**config.mk**
```make
export PLATFORM = sky130hd
export DESIGN_NAME = olst_cell
export DESIGN_NICKNAME = d
export VERILOG_FILES = /design/src/design/olst_pkg.sv /design/src/design/olst_cell.sv
export SDC_FILE = /design/constraint.sdc
export NUM_CORES = 1
export LEC_CHECK = 0
export CAP_MARGIN = 20
export CORE_ASPECT_RATIO = 0.9
export CORE_MARGIN = 5
export CORE_UTILIZATION = 58
export CTS_CLUSTER_DIAMETER = 150
export DETAILED_ROUTE_END_ITERATION = 12
export DONT_BUFFER_PORTS = 1
export PLACE_DENSITY_LB_ADDON = 0.25
export SETUP_SLACK_MARGIN = 0.3
export SYNTH_ARGS = -nofsm -noshare
export SYNTH_HDL_FRONTEND = slang
export SYNTH_SLANG_ARGS = --single-unit
```
**constraint.sdc**
```tcl
create_clock -name clk -period 6.5 [get_ports clk]
set_input_delay 1.3 -clock clk [delete_from_list [all_inputs] [get_ports clk]]
set_output_delay 1.3 -clock clk [all_outputs]
set_load 0.005 [all_outputs]
```
**src/design/olst_pkg.sv**
```systemverilog
// ----------------------------------------------------------------------------
// olst_pkg
// shared constants and types of the ordered list store
// ----------------------------------------------------------------------------
package olst_pkg;

	localparam int CAPACITY_DEF = 64;

	localparam int VALUE_W  = 32;
	localparam int POS_W    = 8;
	localparam int LENGTH_W = 7;

	localparam logic [1:0] MODE_INSERT = 2'd0;
	localparam logic [1:0] MODE_REMOVE = 2'd1;
	localparam logic [1:0] MODE_LOOKUP = 2'd2;

	localparam logic [1:0] STATUS_OK    = 2'd0;
	localparam logic [1:0] STATUS_EMPTY = 2'd1;
	localparam logic [1:0] STATUS_FULL  = 2'd2;

	// broadcast from the controller to every cell
	typedef struct packed {
		logic               ins;
		logic               rem;
		logic               cmp;
		logic [VALUE_W-1:0] value;
	} cell_ctrl_t;

endpackage

```
**src/design/olst_cell.sv**
```systemverilog
// ----------------------------------------------------------------------------
// olst_cell
// one list slot: shifts toward the tail on insert, toward the head on remove,
// compares its word against the lookup value
// ----------------------------------------------------------------------------
module olst_cell #(
	parameter int INDEX = 0,
	parameter int IDX_W = 6
) (
	input  logic                         clk,
	input  olst_pkg::cell_ctrl_t         ctrl,
	input  logic [IDX_W-1:0]             ins_idx,
	input  logic                         in_list,
	input  logic [olst_pkg::VALUE_W-1:0] left_data,
	input  logic [olst_pkg::VALUE_W-1:0] right_data,
	output logic [olst_pkg::VALUE_W-1:0] data,
	output logic                         match
);
	import olst_pkg::*;

	localparam logic [IDX_W-1:0] SLOT = IDX_W'(INDEX);

	logic [VALUE_W-1:0] data_q;
	logic               match_q;

	always_ff @(posedge clk) begin
		if (ctrl.ins) begin
			if (SLOT == ins_idx) begin
				data_q <= ctrl.value;
			end else if (SLOT > ins_idx) begin
				data_q <= left_data;
			end
		end else if (ctrl.rem) begin
			data_q <= right_data;
		end
		match_q <= ctrl.cmp && in_list && (data_q == ctrl.value);
	end

	assign data  = data_q;
	assign match = match_q;

endmodule

```
==> impl_metrics.yaml <==
synthesis:
  synth_flop_cell: "edfxtp_1"
  postSynthAreaPerCell_um2: 10.8
  ys_top_cells_by_count: "mux2i_1, nor2_1, a21oi_1, edfxtp_1, xor2_1"
  ys_seq_area_share_pct: 48.3
  yosys.area.top_type_share_pct: 47.3
  netlist_instances: 188
  yosys.area.top_type: "edfxtp_1"
  synth_area_um2: 2030
  synth_seq_cells: 33
  synth-adder-area-share_pct: 0
  async_reset_ff_share_pct: 0
  synth.top_cells.by_area: "edfxtp_1, mux2i_1, xor2_1"
  synth_compound_area_share_pct: 7.89
  yosysUniqueCellTypes: 17
  ys_warn_count: 0
  synth_top_family_by_area: "multiplexers"
  synthMuxAreaShare_pct: 16.3
  yosys.area_share.simple_pct: 10.5
  synth_edf_count: 32
  synth_nets: 295
  synth_xor_area_share_pct: 13.8
floorplanning:
  core_area_um2: 3380
  die_area_um2: 4790
  chipHeight_um: 66.1
  initial_utilization_pct: 60.1
  std_cell_rows: 20
  io-pin-count: 140
  die_x_um: 72.4
timing:
  fin_crit_ns: 3.24
  period_share_pct: 49.9
  slew_violations: 0
  timing.fmax_mhz: 308
  slew_headroom_pct: 32.3
  fin_worst_skew_ns: 0.00179
  hold_viol: 0
  worst-slew-pin-transition_ns: 1.01
  tns_ns: 0
  grt_setup_unrepaired: "false"
  setup_viol: 0
min_path:
  hold_path_class: "flop to flop"
finish:
  multi_input_area_um2: 997
  register_area_um2: 981
  final_layout_size_suffix_gt1_share_pct: 4.84
  n_fill_cell: 291
  antenna_cells: 0
  area_delta_synth_final_pct: 5.42
  final_core_util_pct: 63.4
  nets: 293
clock_tree:
  cts_tree: "yes"
  post_cts_resized: 0
  cts_root_buf: "clkbuf_8"
  clock_sinks: 33
  path_clk_slew_ns: 0.06
  post-cts-setup-buffers: 0
  cts_max_path_buffers: 2
  cts_buffers: 5
  htreeDepth: 2
  insertion_delay_ns: 0.28
  holdBufCountCts: 0
global_route:
  use_met1_pct: 23.7
  busiest_layer: "met2"
  grt_util_met2_pct: 32.8
  grt_pass1_wl_mm: 7.26
  use_met3_pct: 9.12
  grt_antenna_before_repair: 0
  grt-ovfl-total: 0
  grt_max_degree: 66
  grt_use_total_pct: 20.0
  grt_pass1_vias: 1455
detailed_routing:
  wl_per_cell_um: 20.7
  first_iter_violations: 59
  ant_nets: 0
  num_vias: 1387
  dr.pass1.iters: 4
  viasPerCell: 6.03
  finalWirelength_mm: 4.77
  post-route-drc-count: 0
placement:
  portBuffers: 0
  place_hpwl_mm: 3.74
  place.gp.congestion: 0.761
worst_setup_path:
  path_class: "input port to flop"
  cp.arrival_ns: 3.23
  crit_path_end_kind: "flop"
  crit_path_start_kind: "input port"
  required_ns: 6.49
  crit_fanout: 33
power_and_ir_drop:
  total_power_mw: 0.463
  ir_worst_vdd_mv: 0.176
  p_leak_nw: 0.943
  p_per_area_nw_per_um2: 216
run_status:
  status: "finished clean"
run:
  drv_cap: 0
-- cell usage in the layout, fill, tap and decap left out --
cell type	netlist	routed
clkinv_1	0	1
nand4_1	2	2
nor4_2	1	1
nand2_1	1	1
xnor2_1	4	4
dfxtp_1	1	1
xor2_1	28	28
clkbuf_8	0	5
nand2_2	1	1
buf_16	0	1
edfxtp_1	32	32
inv_1	1	1
mux2i_4	0	1
mux2i_1	33	32
nor4_1	8	8
a21oi_1	32	32
nor2_1	33	33
nand3_1	1	1
clkbuf_1	6	1
-- state kept, by name (all words and copies together) (netlist names) --
register and count:
match 1, data 32
-- area by class of cell --
type	instances	share of cell area (%)
clock buffer	6	3.39
multi-input combinational	144	46.6
inverter	1	0.175
clock inverter	1	0.175
timing repair buffer	1	1.29
sequential	33	45.8
tap	44	2.57
-- worst paths after layout --
| check | from | to | slack [ns] | depth (start not counted) |
|---|---|---|---|---|
| worst min register to register | data[25]$_DFFE_PP_ | match$_DFF_P_ | 0.63 | 3 |
| worst max-delay path | ins_idx[5] | data[15]$_DFFE_PP_ | 3.26 | 4 |
| worst min-delay path | data[25]$_DFFE_PP_ | match$_DFF_P_ | 0.63 | 3 |
| worst max register to register | data[27]$_DFFE_PP_ | match$_DFF_P_ | 4.96 | 4 |
-- critical path, cell delays in order --
cell and delay (ns):
nor4_2 0.29, nand2_2 0.62, mux2i_4 0.77, buf_16 0.24
-- where the power goes --
| group | switching, mW | internal (mW) |
|---|---|---|
| Clock | 0.0682 | 0.0721 |
| Combinational | 0.0254 | 0.0273 |
| Sequential | 0.0155 | 0.255 |
-- stage by stage --
step	instances	instance area, µm²	worst slack, ns	hold slack, ns
global placement	222	2040	2.82	0.639
detailed placement	222	2040	2.72	0.623
CTS	229	2110	3.01	0.637
floorplan	188	2030	2.46	0.566
finish	230	2140	3.26	0.630
global route	230	2140	3.10	0.674
-- cells by family after synthesis --
kind of cell | Yosys count
buffers and inverters | 11
and+or+nand+nor | 47
AOI/OAI and AO/OA | 32
xor gates and xnor gates | 32
DFF | 33
muxes | 33
-- per-layer routing --
layer	share of wire, %	up-vias	wire length, µm
li1	-	677	-
met1	36	620	1710
met2	49	84	2340
met3	14	6	663
met4	0.94	0	45
met5	0	-	0
(Power assumes the default switching activity.)
